### src/hdl/cpu_logic_load_transfer_unit_assert.svh
// ============================================================================
// Assertion macros for the load, logic and transfer unit
// Clocked implication checks used by the top-level RTL file of the block.
// ============================================================================
`ifndef CPU_LOGIC_LOAD_TRANSFER_UNIT_ASSERT_SVH
`define CPU_LOGIC_LOAD_TRANSFER_UNIT_ASSERT_SVH

// Checks that post holds in the cycle after pre.
`define CLLT_ASSERT_NEXT(label, clk, rst_n, pre, post) \
    label: assert property (@(posedge clk) disable iff (!(rst_n)) (pre) |=> (post)) \
        else $error("cllt: next-cycle check failed");

// Checks that post holds in the same cycle as pre.
`define CLLT_ASSERT_NOW(label, clk, rst_n, pre, post) \
    label: assert property (@(posedge clk) disable iff (!(rst_n)) (pre) |-> (post)) \
        else $error("cllt: same-cycle check failed");

`endif

### src/hdl/cllt_pkg.sv
// ============================================================================
// Load, logic and transfer unit package
// Transaction types, architectural state and opcode constants.
// ============================================================================
package cllt_pkg;

    typedef struct packed {
        logic [7:0] cmd;
        logic [7:0] operand;
    } t_in_item;

    typedef struct packed {
        logic [7:0] acc;
        logic [7:0] index_x;
        logic [7:0] index_y;
        logic [7:0] status;
        logic [7:0] stack_ptr;
        logic       unknown_op;
    } t_out_item;

    typedef struct packed {
        logic [7:0] acc;
        logic [7:0] x;
        logic [7:0] y;
        logic [7:0] status;
        logic [7:0] sp;
    } t_arch_state;

    localparam logic [7:0] SP_RESET = 8'hFF;

    localparam int unsigned FLAG_N = 7;
    localparam int unsigned FLAG_V = 6;
    localparam int unsigned FLAG_D = 3;
    localparam int unsigned FLAG_I = 2;
    localparam int unsigned FLAG_Z = 1;
    localparam int unsigned FLAG_C = 0;

    localparam logic [7:0] OP_ORA_IMM = 8'h09;
    localparam logic [7:0] OP_ORA_ZP  = 8'h05;
    localparam logic [7:0] OP_ORA_ZPX = 8'h15;
    localparam logic [7:0] OP_ORA_ABS = 8'h0D;
    localparam logic [7:0] OP_ORA_ABX = 8'h1D;
    localparam logic [7:0] OP_ORA_ABY = 8'h19;
    localparam logic [7:0] OP_ORA_IZX = 8'h01;
    localparam logic [7:0] OP_ORA_IZY = 8'h11;

    localparam logic [7:0] OP_AND_IMM = 8'h29;
    localparam logic [7:0] OP_AND_ZP  = 8'h25;
    localparam logic [7:0] OP_AND_ZPX = 8'h35;
    localparam logic [7:0] OP_AND_ABS = 8'h2D;
    localparam logic [7:0] OP_AND_ABX = 8'h3D;
    localparam logic [7:0] OP_AND_ABY = 8'h39;
    localparam logic [7:0] OP_AND_IZX = 8'h21;
    localparam logic [7:0] OP_AND_IZY = 8'h31;

    localparam logic [7:0] OP_EOR_IMM = 8'h49;
    localparam logic [7:0] OP_EOR_ZP  = 8'h45;
    localparam logic [7:0] OP_EOR_ZPX = 8'h55;
    localparam logic [7:0] OP_EOR_ABS = 8'h4D;
    localparam logic [7:0] OP_EOR_ABX = 8'h5D;
    localparam logic [7:0] OP_EOR_ABY = 8'h59;
    localparam logic [7:0] OP_EOR_IZX = 8'h41;
    localparam logic [7:0] OP_EOR_IZY = 8'h51;

    localparam logic [7:0] OP_LDA_IMM = 8'hA9;
    localparam logic [7:0] OP_LDA_ZP  = 8'hA5;
    localparam logic [7:0] OP_LDA_ZPX = 8'hB5;
    localparam logic [7:0] OP_LDA_ABS = 8'hAD;
    localparam logic [7:0] OP_LDA_ABX = 8'hBD;
    localparam logic [7:0] OP_LDA_ABY = 8'hB9;
    localparam logic [7:0] OP_LDA_IZX = 8'hA1;
    localparam logic [7:0] OP_LDA_IZY = 8'hB1;

    localparam logic [7:0] OP_LDX_IMM = 8'hA2;
    localparam logic [7:0] OP_LDX_ZP  = 8'hA6;
    localparam logic [7:0] OP_LDX_ZPY = 8'hB6;
    localparam logic [7:0] OP_LDX_ABS = 8'hAE;
    localparam logic [7:0] OP_LDX_ABY = 8'hBE;

    localparam logic [7:0] OP_LDY_IMM = 8'hA0;
    localparam logic [7:0] OP_LDY_ZP  = 8'hA4;
    localparam logic [7:0] OP_LDY_ZPX = 8'hB4;
    localparam logic [7:0] OP_LDY_ABS = 8'hAC;
    localparam logic [7:0] OP_LDY_ABX = 8'hBC;

    localparam logic [7:0] OP_TAX = 8'hAA;
    localparam logic [7:0] OP_TXA = 8'h8A;
    localparam logic [7:0] OP_TAY = 8'hA8;
    localparam logic [7:0] OP_TYA = 8'h98;
    localparam logic [7:0] OP_INX = 8'hE8;
    localparam logic [7:0] OP_DEX = 8'hCA;
    localparam logic [7:0] OP_INY = 8'hC8;
    localparam logic [7:0] OP_DEY = 8'h88;
    localparam logic [7:0] OP_TXS = 8'h9A;
    localparam logic [7:0] OP_TSX = 8'hBA;
    localparam logic [7:0] OP_CLC = 8'h18;
    localparam logic [7:0] OP_SEC = 8'h38;
    localparam logic [7:0] OP_CLI = 8'h58;
    localparam logic [7:0] OP_SEI = 8'h78;
    localparam logic [7:0] OP_CLV = 8'hB8;
    localparam logic [7:0] OP_CLD = 8'hD8;
    localparam logic [7:0] OP_SED = 8'hF8;
    localparam logic [7:0] OP_NOP = 8'hEA;

endpackage

### src/hdl/cllt_exec.sv
// ============================================================================
// Instruction execute logic
// Decodes one opcode and computes the next architectural state and flags.
// ============================================================================
module cllt_exec
    import cllt_pkg::*;
(
    input  t_arch_state i_state,
    input  t_in_item    i_item,
    output t_arch_state o_state,
    output logic        o_unknown_op
);

    always_comb begin
        logic       nz_en;
        logic [7:0] nz_val;

        o_state      = i_state;
        o_unknown_op = 1'b0;
        nz_en        = 1'b0;
        nz_val       = '0;

        unique case (i_item.cmd) inside
            OP_ORA_IMM, OP_ORA_ZP, OP_ORA_ZPX, OP_ORA_ABS,
            OP_ORA_ABX, OP_ORA_ABY, OP_ORA_IZX, OP_ORA_IZY: begin
                o_state.acc = i_state.acc | i_item.operand;
                nz_en       = 1'b1;
                nz_val      = o_state.acc;
            end
            OP_AND_IMM, OP_AND_ZP, OP_AND_ZPX, OP_AND_ABS,
            OP_AND_ABX, OP_AND_ABY, OP_AND_IZX, OP_AND_IZY: begin
                o_state.acc = i_state.acc & i_item.operand;
                nz_en       = 1'b1;
                nz_val      = o_state.acc;
            end
            OP_EOR_IMM, OP_EOR_ZP, OP_EOR_ZPX, OP_EOR_ABS,
            OP_EOR_ABX, OP_EOR_ABY, OP_EOR_IZX, OP_EOR_IZY: begin
                o_state.acc = i_state.acc ^ i_item.operand;
                nz_en       = 1'b1;
                nz_val      = o_state.acc;
            end
            OP_LDA_IMM, OP_LDA_ZP, OP_LDA_ZPX, OP_LDA_ABS,
            OP_LDA_ABX, OP_LDA_ABY, OP_LDA_IZX, OP_LDA_IZY: begin
                o_state.acc = i_item.operand;
                nz_en       = 1'b1;
                nz_val      = i_item.operand;
            end
            OP_LDX_IMM, OP_LDX_ZP, OP_LDX_ZPY, OP_LDX_ABS, OP_LDX_ABY: begin
                o_state.x = i_item.operand;
                nz_en     = 1'b1;
                nz_val    = i_item.operand;
            end
            OP_LDY_IMM, OP_LDY_ZP, OP_LDY_ZPX, OP_LDY_ABS, OP_LDY_ABX: begin
                o_state.y = i_item.operand;
                nz_en     = 1'b1;
                nz_val    = i_item.operand;
            end
            OP_TAX: begin
                o_state.x = i_state.acc;
                nz_en     = 1'b1;
                nz_val    = i_state.acc;
            end
            OP_TXA: begin
                o_state.acc = i_state.x;
                nz_en       = 1'b1;
                nz_val      = i_state.x;
            end
            OP_TAY: begin
                o_state.y = i_state.acc;
                nz_en     = 1'b1;
                nz_val    = i_state.acc;
            end
            OP_TYA: begin
                o_state.acc = i_state.y;
                nz_en       = 1'b1;
                nz_val      = i_state.y;
            end
            OP_INX: begin
                o_state.x = i_state.x + 8'd1;
                nz_en     = 1'b1;
                nz_val    = o_state.x;
            end
            OP_DEX: begin
                o_state.x = i_state.x - 8'd1;
                nz_en     = 1'b1;
                nz_val    = o_state.x;
            end
            OP_INY: begin
                o_state.y = i_state.y + 8'd1;
                nz_en     = 1'b1;
                nz_val    = o_state.y;
            end
            OP_DEY: begin
                o_state.y = i_state.y - 8'd1;
                nz_en     = 1'b1;
                nz_val    = o_state.y;
            end
            OP_TXS: begin
                o_state.sp = i_state.x;
            end
            OP_TSX: begin
                o_state.x = i_state.sp;
                nz_en     = 1'b1;
                nz_val    = i_state.sp;
            end
            OP_CLC: o_state.status[FLAG_C] = 1'b0;
            OP_SEC: o_state.status[FLAG_C] = 1'b1;
            OP_CLI: o_state.status[FLAG_I] = 1'b0;
            OP_SEI: o_state.status[FLAG_I] = 1'b1;
            OP_CLV: o_state.status[FLAG_V] = 1'b0;
            OP_CLD: o_state.status[FLAG_D] = 1'b0;
            OP_SED: o_state.status[FLAG_D] = 1'b1;
            OP_NOP: begin
                o_state = i_state;
            end
            default: begin
                o_unknown_op = 1'b1;
            end
        endcase

        if (nz_en) begin
            o_state.status[FLAG_N] = nz_val[7];
            o_state.status[FLAG_Z] = (nz_val == 8'd0);
        end
    end

endmodule

### src/hdl/cpu_logic_load_transfer_unit.sv
// ============================================================================
// Load, logic and transfer unit
// Executes one load, logic, transfer or flag instruction per transaction.
// ============================================================================
// Usage:
// The input channel carries an opcode and the operand byte already fetched by
// its addressing mode. Each input transaction produces exactly one output
// transaction holding A, X, Y, the status byte, the stack pointer and a flag
// that marks an opcode this unit does not handle.
// A transaction is taken into an input register, executed against the
// architectural registers once the output register is free or being
// emptied, and its result placed in the output register.
// One instruction per cycle is sustained while the receiver does not stall;
// the limit is the single execute stage, which reads and writes A, X, Y,
// status and the stack pointer.
// The receiver may stall at any time. The output register then holds its
// result, the execute stage waits and the input register fills, after which
// the input channel stalls as well. No transaction is lost or repeated.
// Reset clears A, X, Y and status, sets the stack pointer to 0xFF and
// empties both pipeline registers.
// ============================================================================
module cpu_logic_load_transfer_unit
    import cllt_pkg::*;
(
    input  logic      i_clk,
    input  logic      i_rst_n,
    input  logic      i_in_valid,
    output logic      o_in_stall,
    input  t_in_item  i_in_data,
    output logic      o_out_valid,
    input  logic      i_out_stall,
    output t_out_item o_out_data
);

`include "cpu_logic_load_transfer_unit_assert.svh"

    logic        r_in_valid;
    t_in_item    r_in;
    logic        r_out_valid;
    t_out_item   r_out;
    t_arch_state r_state;

    t_arch_state n_state;
    logic        exec_unknown;
    logic        exec_fire;
    logic        in_accept;

    cllt_exec u_exec (
        .i_state      (r_state),
        .i_item       (r_in),
        .o_state      (n_state),
        .o_unknown_op (exec_unknown)
    );

    assign exec_fire  = r_in_valid && (!r_out_valid || !i_out_stall);
    assign o_in_stall = r_in_valid && !exec_fire;
    assign in_accept  = i_in_valid && !o_in_stall;

    always_ff @(posedge i_clk) begin
        if (!i_rst_n) begin
            r_in_valid <= 1'b0;
        end else if (in_accept) begin
            r_in_valid <= 1'b1;
        end else if (exec_fire) begin
            r_in_valid <= 1'b0;
        end
    end

    always_ff @(posedge i_clk) begin
        if (in_accept) begin
            r_in <= i_in_data;
        end
    end

    always_ff @(posedge i_clk) begin
        if (!i_rst_n) begin
            r_state.acc    <= 8'd0;
            r_state.x      <= 8'd0;
            r_state.y      <= 8'd0;
            r_state.status <= 8'd0;
            r_state.sp     <= SP_RESET;
        end else if (exec_fire) begin
            r_state <= n_state;
        end
    end

    always_ff @(posedge i_clk) begin
        if (!i_rst_n) begin
            r_out_valid <= 1'b0;
        end else if (exec_fire) begin
            r_out_valid <= 1'b1;
        end else if (!i_out_stall) begin
            r_out_valid <= 1'b0;
        end
    end

    always_ff @(posedge i_clk) begin
        if (exec_fire) begin
            r_out.acc        <= n_state.acc;
            r_out.index_x    <= n_state.x;
            r_out.index_y    <= n_state.y;
            r_out.status     <= n_state.status;
            r_out.stack_ptr  <= n_state.sp;
            r_out.unknown_op <= exec_unknown;
        end
    end

    assign o_out_valid = r_out_valid;
    assign o_out_data  = r_out;

    `CLLT_ASSERT_NEXT(a_state_idle_hold, i_clk, i_rst_n, !exec_fire, $stable(r_state))
    `CLLT_ASSERT_NEXT(a_unknown_no_change, i_clk, i_rst_n,
        exec_fire && exec_unknown, $stable(r_state))
    `CLLT_ASSERT_NOW(a_out_tracks_state, i_clk, i_rst_n, r_out_valid,
        (r_out.acc == r_state.acc) && (r_out.index_x == r_state.x) &&
        (r_out.index_y == r_state.y) && (r_out.status == r_state.status) &&
        (r_out.stack_ptr == r_state.sp))
    `CLLT_ASSERT_NEXT(a_in_item_kept, i_clk, i_rst_n, r_in_valid && !exec_fire, r_in_valid && $stable(r_in))

endmodule
### config.mk
export PLATFORM = sky130hd
export DESIGN_NAME = cpu_logic_load_transfer_unit
export DESIGN_NICKNAME = d
export VERILOG_FILES = /design/src/hdl/cllt_pkg.sv /design/src/hdl/cllt_exec.sv /design/src/hdl/cpu_logic_load_transfer_unit.sv
export VERILOG_INCLUDE_DIRS = /design/src /design/src/hdl
export SDC_FILE = /design/constraint.sdc
export NUM_CORES = 1
export LEC_CHECK = 0
export BUFFER_PORTS_ARGS = -buffer_cell sky130_fd_sc_hd__buf_4
export CAP_MARGIN = 20
export CELL_PAD_IN_SITES_DETAIL_PLACEMENT = 1
export CELL_PAD_IN_SITES_GLOBAL_PLACEMENT = 2
export CORE_UTILIZATION = 38
export CTS_CLUSTER_DIAMETER = 30
export CTS_CLUSTER_SIZE = 12
export DETAILED_ROUTE_END_ITERATION = 7
export PLACE_DENSITY = 0.82
export SLEW_MARGIN = 20
export SYNTH_ARGS = -nofsm -noshare
export SYNTH_HDL_FRONTEND = slang
export SYNTH_HIERARCHICAL = 1
export SYNTH_SLANG_ARGS = --single-unit
### constraint.sdc
create_clock -name i_clk -period 2.9 [get_ports i_clk]
set_input_delay 0.145 -clock i_clk [delete_from_list [all_inputs] [get_ports i_clk]]
set_output_delay 0.145 -clock i_clk [all_outputs]
set_load 0.01 [all_outputs]
# Yosys cells after proc, flatten, opt, wreduce, memory -nomap -nowiden
# Index checks and enable logic that the tools add are counted.
# totals
output_inout_bits,43
word_cells,120
regBits,95
# op_classes
eq_ne,61
n_addsub,4
mux,17
n_reduce_logical,20
bitwise_logic,3
# ops
operator,n
"8-bit == test, second input constant",32
8-bit case mux with 12 select lines,1
"8-bit by 7-bit == test with 1-bit output, second input constant",10
"8-bit by 6-bit == test with 1-bit output, second input constant",9
60-bit OR reduction,1
51-bit OR reduction,1
8-bit case mux with 6 select lines,1
"8-bit by 5-bit == test with 1-bit output, second input constant",5
8-bit case mux with 5 select lines,1
8-bit case mux with 4 select lines,1
8-bit OR reduction,4
18-bit OR reduction,1
"8-bit by 1-bit adder with 8-bit output, second input constant",2
"8-bit by 4-bit == test with 1-bit output, second input constant",2
"8-bit by 1-bit subtractor with 8-bit output, second input constant",2
5-bit OR reduction,2
1-bit 2-to-1 mux,9
8-bit bitwise AND,1
"8-bit by 1-bit == test with 1-bit output, second input constant",1
"8-bit by 3-bit == test with 1-bit output, second input constant",1
8-bit zero test,1
8-bit 2-to-1 mux,1
8-bit OR,1
8-bit bitwise XOR,1
other kinds (7),14

# Longest topological paths before layout
# Gate-level depths: netlist of the first run.
# logic_depth
word_depth,8
ltp_mapped,12
ltp_nobuf,11

# By module
# The synthesis of the first run kept the hierarchy.
# by_module_without_submodules
mod,n_inst,area_per_inst_um2,cells_each
cpu_logic_load_transfer_unit,1,3472.1,239
cllt_exec,1,2321.0,367

# Worst setup path after synthesis of the first run
# No wires, ideal clock.
# synth_path
path_kind,register -> register
start,register r_in[15] (netlist bit)
end,register r_state[9] (netlist bit)
setup_ns,0.072
t_arrival_ns,2.475
path_stages_with_launch,10
path_slack_ns,0.354
t_required_ns,2.828
path_buffers,1
path_cell_list,edfxtp_1 > and3b_1 > and3_1 > buf_6 > a221o_1 > or3_1 > or4_1 > nor3_2 > nand2_1 > mux2i_1
# synth_lines
item,line_no,source
start: declaration,cpu_logic_load_transfer_unit.sv:38,t_in_item r_in;
start signal: assignment,cpu_logic_load_transfer_unit.sv:71,r_in <= i_in_data;
end signal: assignment,cpu_logic_load_transfer_unit.sv:83,r_state <= n_state;
end: declaration,cpu_logic_load_transfer_unit.sv:41,t_arch_state r_state;

==> results of run 1 <==
-- worst max path at each step --
stage	to	slack, ns	startpoint
global route	r_state[9]	0.01	r_in[14]
global placement	r_state[9]	0.09	r_in[14]
detailed placement	r_state[9]	0.05	r_in[14]
floorplan	r_state[9]	0.35	r_in[15]
finish	r_state[18]	0.15	r_in[13]
CTS	r_state[9]	0.01	r_in[14]
-- cell families after synthesis --
family	share of synthesized area [%]
compound gates	15.0
flops	44.1
simple gates	20.8
xor+xnor	0.907
buf+inv	6.20
mux	8.64
fa+ha+maj	4.32
-- flip-flops by register name, indices dropped and copies added (netlist names) --
register	count
o_out_data	41
o_out_valid	1
r_in	16
r_in_valid	1
r_state	40
-- metrics by stage --
step,hold WS [ns],utilization (%),cell area [um2]
4_1_cts,0.00635,48.8,7180
6_report,0.0119,49.7,7300
5_1_grt,0.0233,49.7,7300
3_5_place_dp,0.325,45.5,6680
3_3_place_gp,0.324,45.5,6680
2_1_floorplan,0.244,-,5790
-- layout make-up --
class / instances / area (um2) / share of cell area [%]
multi-input cells: 441 / 2940 / 40.3
inverters: 26 / 97.6 / 1.34
well taps: 184 / 230 / 3.15
clock buffers: 10 / 250 / 3.43
clock inverters: 5 / 85.1 / 1.17
repair buffers: 146 / 1150 / 15.7
flip-flops and latches: 99 / 2550 / 35.0
-- power groups by stage --
| stage | clock (mW) | combinational [mW] | sequential [mW] |
|---|---|---|---|
| finish | 1.34 | 0.361 | 1.56 |
| global route | 1.42 | 0.390 | 1.57 |
| CTS | 1.38 | 0.345 | 1.56 |
| detailed placement | 0 | 0.326 | 1.59 |
| global placement | 0 | 0.319 | 1.59 |
| floorplan | 0 | 0.187 | 1.59 |
-- cell usage after synthesis (4+ instances only) --
master,instances
nand2_1,106
edfxtp_1,57
nor2_1,49
dfxtp_1,42
mux2i_1,41
inv_1,26
a21oi_1,24
ha_1,20
nor2b_1,20
a221oi_1,17
clkbuf_1,17
o21ai_0,17
buf_2,12
nand3_1,12
a31oi_1,11
o2bb2ai_1,10
mux2_2,8
o221ai_1,6
a221o_1,5
nand2b_1,5
nand4_1,5
o22ai_1,5
a211oi_1,4
a22oi_1,4
buf_12,4
buf_4,4
nor3_1,4
nor4_1,4
-- worst register-to-register path: cells and delay by family (launching register included) --
kind / cells / cell delay [ns]
buffers and inverters: 1 / 0.20
DFF: 1 / 0.48
and+or+nand+nor: 4 / 1.39
AOI/OAI and AO/OA: 3 / 0.47
muxes: 1 / 0.15
-- metal layers --
metal	GRT usage, %	routed length, um	vias to the layer above
met4	8.90	469	0
met5	0	0	-
met1	33.9	8680	2574
met3	4.88	1120	36
li1	-	-	2437
met2	42.3	9180	173
-- repair_timing --
action,4_1_cts,5_1_grt
gates resized for setup,0,10
hold endpoints to repair,16,0
setup endpoints to repair,0,23
hold buffers,16,0
buffers inserted,0,10
==> run metrics, run 1 <==
worst-skew pair later-pin latency 0.36 ns; Critical Path Source Type register; DRC 3; Worst Tran Pin Value 1.10 ns; P per Cell Area 447 mW/mm2; slowest CP cell or4b_2; fraction of layout cells with a size suffix above 1 24.5%; critical path's top delay family simple AND/OR/NAND/NOR gates; Fin. Hold Viols 0; first-pass GRT wire length 30.5 mm; Final Skew 0.00816 ns; CP max FO 6; Final HPWL DP 14.7 mm; max cap viols 0; Die Width 125 um; setup TNS 0 ns; ys async rst share 0%; Root Driver clkbuf_16; Clk pwr share 41.1%; count of pins over their slew limit 0; Non-Filler Instances 911; Crit. End Element register; FMAX 364 MHz; Clk pin slew, worst setup/hold paths 0.07 ns; minimum clock period 2.75 ns; routability cong. 0.962; worst hold stages 2; worst slack, placed 0.0495 ns; H-tree depth 3; Die H 125 um; die footprint 0.0157 mm2; core area 0.0147 mm2; WP buf/inv 1; CTS Sinks 99; Leak 2.81 nW; Syn. warnings 6; synth top area cells edfxtp_1 30%, dfxtp_1 15%, mux2i_1 7.1%; crit-path cells buf_4 -> or4b_2 -> or2_2 -> o22a_1 -> a21oi_1 -> a211oi_1 -> nor2_1 -> nand2_1 -> mux2i_1; share of the synthesized area in the top cell type 29.5%; 1st-iter DRT viols 399; GRT Total Usage 25.8%; via/cell ratio 5.73; fillcell total 1,628; Detail Route Antenna Nets 0; CTS max path bufs 2; placed insts 870; most frequent cells in the layout 128 x buf_4, 106 x nand2_1, 57 x edfxtp_1, 47 x nor2_1, 42 x dfxtp_1; vias in the first global route 5,324; global route overflow 0; total CTS buffers 9; largest net degree at the start of global routing 83; worst setup margin 0.150 ns; Area growth, synth to finish 26.0%; Post-Synthesis Cells 606; EDFF count, synth 57; P_int 2.50 mW; worst r2r src r_in[13]; WP data arrival 3.04 ns; Setup CP Type register to register; DRT Pass-1 Iters 7; final setup vio count 0; I/O Buffers 62; failing checks DRC; RSZ-0062 raised after global routing no; Yosys top cell by area edfxtp_1; num rows 44; Synthesized Nets 646; Req. time, crit path 3.19 ns; crit-path max cell delay 0.67 ns; hold endpoint r_in_valid; most common cell after layout, fill and taps aside buf_4; VDD IR-drop max 0.282 mV; Post-Synthesis Mean Instance Area 9.56 um2; Stages on worst setup path 9; r2r setup slk 0.15 ns; critical register-to-register path endpoint r_state[18]; antenna cells 0; total I/O pin count 63; Seq/Total Area, Yosys 44.1%; Tot Pwr 3.27 mW; status finished with violations; flip-flop and latch count after synthesis 99; post-synthesis instance area 0.00579 mm2; # nets final 763; Worst Hold Launch i_in_valid; top_reg_cell synth edfxtp_1; total wire length 19.4 mm; Sequential Power Share 47.8%; DR vias 5,220; hold crit path type primary input to register; CTS tree yes; switch share 23.5%; relative slew slack 26.5%; combinational share of power 11.1%; Psw 0.768 mW; post-synth cell types 66; drt wl/cell 21.3 um; FF-to-FF path depth 9; initial antenna violation count 0; Starting Density 39.4%; fin crit share 94.8%
(Power assumes the default switching activity.)
==> run 2, diff against run 1 <==
- SETUP_SLACK_MARGIN: not set -> 0.3
==> run 2 against run 1 <==
Against the previous run: the flow still finishes with violations (DRC); sequential power hardly changed; clock-buffer cell count is the same; worst hold slack got worse by 0.0014 ns; non-clock buffer count grew 26; sequential share of layout area shrank 2.1 points; wire length grew 4.4%; flip-flop and latch count unchanged; combinational power grew 12%; largest power group unchanged; fmax up 2.4%.
==> run metrics, run 2 (same netlist as run 1, synthesis figures left out) <==
status finished with violations; failing checks DRC; Final Skew 0.00841 ns (+0.000245 ns); Starting Density 39.4% (unchanged); CTS tree yes; most common cell after layout, fill and taps aside buf_4; H-tree depth 3 (unchanged); Non-Filler Instances 937 (+2.9%); max cap viols 0 (unchanged); GRT Total Usage 26.5% (+0.79 points); core area 0.0147 mm2 (unchanged); crit path to r_state[9]; first-pass GRT wire length 31.5 mm (+3.3%); Critical Path Source Type register; worst r2r src r_in[13]; Final HPWL DP 14.7 mm (unchanged); DR vias 5,376 (+3.0%); # nets final 789 (+3.4%); antenna cells 0 (unchanged); largest net degree at the start of global routing 83 (unchanged); total wire length 20.3 mm (+4.4%); I/O Buffers 62 (unchanged); P per Cell Area 426 mW/mm2 (-4.8%); routability cong. 0.962 (unchanged); count of pins over their slew limit 0 (unchanged); CTS Sinks 99 (unchanged); worst-skew pair later-pin latency 0.36 ns (about the same); worst setup margin 0.214 ns (+0.0643 ns); 1st-iter DRT viols 348 (-13%); Clk pwr share 40.6% (-0.5 points); Clk pin slew, worst setup/hold paths 0.07 ns (about the same); DRT Pass-1 Iters 7 (unchanged); via/cell ratio 5.74 (+0.13%); VDD IR-drop max 0.283 mV (+0.29%); CP max FO 8 (+2); setup TNS 0 ns (unchanged); Worst Hold Launch i_in_valid; Die H 125 um (unchanged); r2r setup slk 0.21 ns (+0.06 ns); total I/O pin count 63 (unchanged); Root Driver clkbuf_16; minimum clock period 2.69 ns (-0.0643 ns); CTS max path bufs 2 (unchanged); critical register-to-register path endpoint r_state[9]; fraction of layout cells with a size suffix above 1 32.4% (+7.9 points); fillcell total 1,596 (-2.0%); global route overflow 0 (unchanged); total CTS buffers 9 (unchanged); Leak 3.00 nW (+6.9%); Setup CP Type register to register; P_int 2.52 mW (+1.0%); worst hold stages 2 (unchanged); combinational share of power 12.3% (+1.2 points); Sequential Power Share 47.1% (-0.7 points); area of the multi-input gates 0.00317 mm2 (+7.9%); worst slack, placed 0.0495 ns (unchanged); Finished Core Util 52.9% (+3.2 points); num rows 44 (unchanged); Worst Tran Pin Value 0.799 ns (-0.300 ns); number of flip-flops in the largest register 41 (unchanged); Detail Route Antenna Nets 0 (unchanged); relative slew slack 46.7% (+20 points); switch share 23.8% (+0.25 points); FMAX 372 MHz (+2.4%); RSZ-0062 raised after global routing yes; Area growth, synth to finish 34.2%; FF-to-FF path depth 10 (+1); FF+latch area 0.00255 mm2 (about the same); placed insts 870 (unchanged); DRC 3 (unchanged); critical path startpoint r_in[13]; drt wl/cell 21.7 um (+1.5%); initial antenna violation count 0 (unchanged); die footprint 0.0157 mm2 (unchanged); Req. time, crit path 3.19 ns (about the same); vias in the first global route 5,533 (+3.9%); most frequent cells in the layout 143 x buf_4, 106 x nand2_1, 57 x edfxtp_1, 42 x nor2_1; Fin. Hold Viols 0 (unchanged); Psw 0.787 mW (+2.5%); final setup vio count 0 (unchanged); hold crit path type primary input to register; Crit. End Element register; fin crit share 92.6% (-2.2 points); Die Width 125 um (unchanged); WP data arrival 2.97 ns (-0.07 ns)
run 2: cell types whose count changed in the layout (fill, tap and decap cells not counted), sizes merged:
cell,before,now
clkbuf,11,10
buf,129,156
run 2: repair_timing:
action,4_1_cts,5_1_grt
gates resized for setup,32,47
setup endpoints to repair,33,31
buffers inserted,19,17
pin swaps,9,22
hold buffers,16,0
hold endpoints to repair,16,0
run 2: worst min-delay path by stage:
stage,slack [ns],to
after floorplan,0.24,r_in[0]
after global placement,0.32,r_in[5]
after detailed placement,0.32,r_in[0]
after CTS,0.006,r_in_valid
after global routing,0.02,r_in_valid
final,0.01,r_in_valid
run 2: critical path: stages (launching register included):
cell	delay (ns)
edfxtp_1	0.52
and3b_1	0.24
and3_4	0.16
buf_6	0.13
nand2_1	0.09
o221ai_2	0.11
or3_4	0.40
or4_4	0.55
nor3_4	0.21
nand2_1	0.07
mux2i_1	0.15
run 2: stage by stage:
| stage | hold WS, ns | instance area [um2] | power, mW |
|---|---|---|---|
| finish | 0.0105 | 7780 | 3.31 |
| global route | 0.0232 | 7780 | 3.42 |
| CTS | 0.00635 | 7460 | 3.31 |
| detailed placement | 0.325 | 6680 | 1.92 |
| global placement | 0.324 | 6680 | 1.91 |
| floorplan | 0.244 | 5790 | 1.78 |
run 2: power groups by stage:
stage	sequential, mW	clock, mW	combinational [mW]
3_3_place_gp	1.59	0	0.319
4_1_cts	1.56	1.38	0.380
6_report	1.56	1.34	0.406
5_1_grt	1.56	1.42	0.435
2_1_floorplan	1.59	0	0.187
3_5_place_dp	1.59	0	0.326
run 2: area by class of cell:
| type | count | share of cell area (%) |
|---|---|---|
| clock buffers | 10 | 3.22 |
| clock inverters | 5 | 1.09 |
| inverters | 26 | 1.26 |
| multi-input cells | 441 | 40.8 |
| flip-flops and latches | 99 | 32.8 |
| well taps | 184 | 2.96 |
| repair buffers | 172 | 17.9 |
run 2: layer usage:
| metal | up-vias | track usage [%] | share of wire, % |
|---|---|---|---|
| met3 | 29 | 4.45 | 5.0 |
| met5 | - | 0 | 0 |
| li1 | 2488 | - | - |
| met1 | 2692 | 34.6 | 44 |
| met4 | 0 | 9.25 | 2.0 |
| met2 | 167 | 44.3 | 49 |
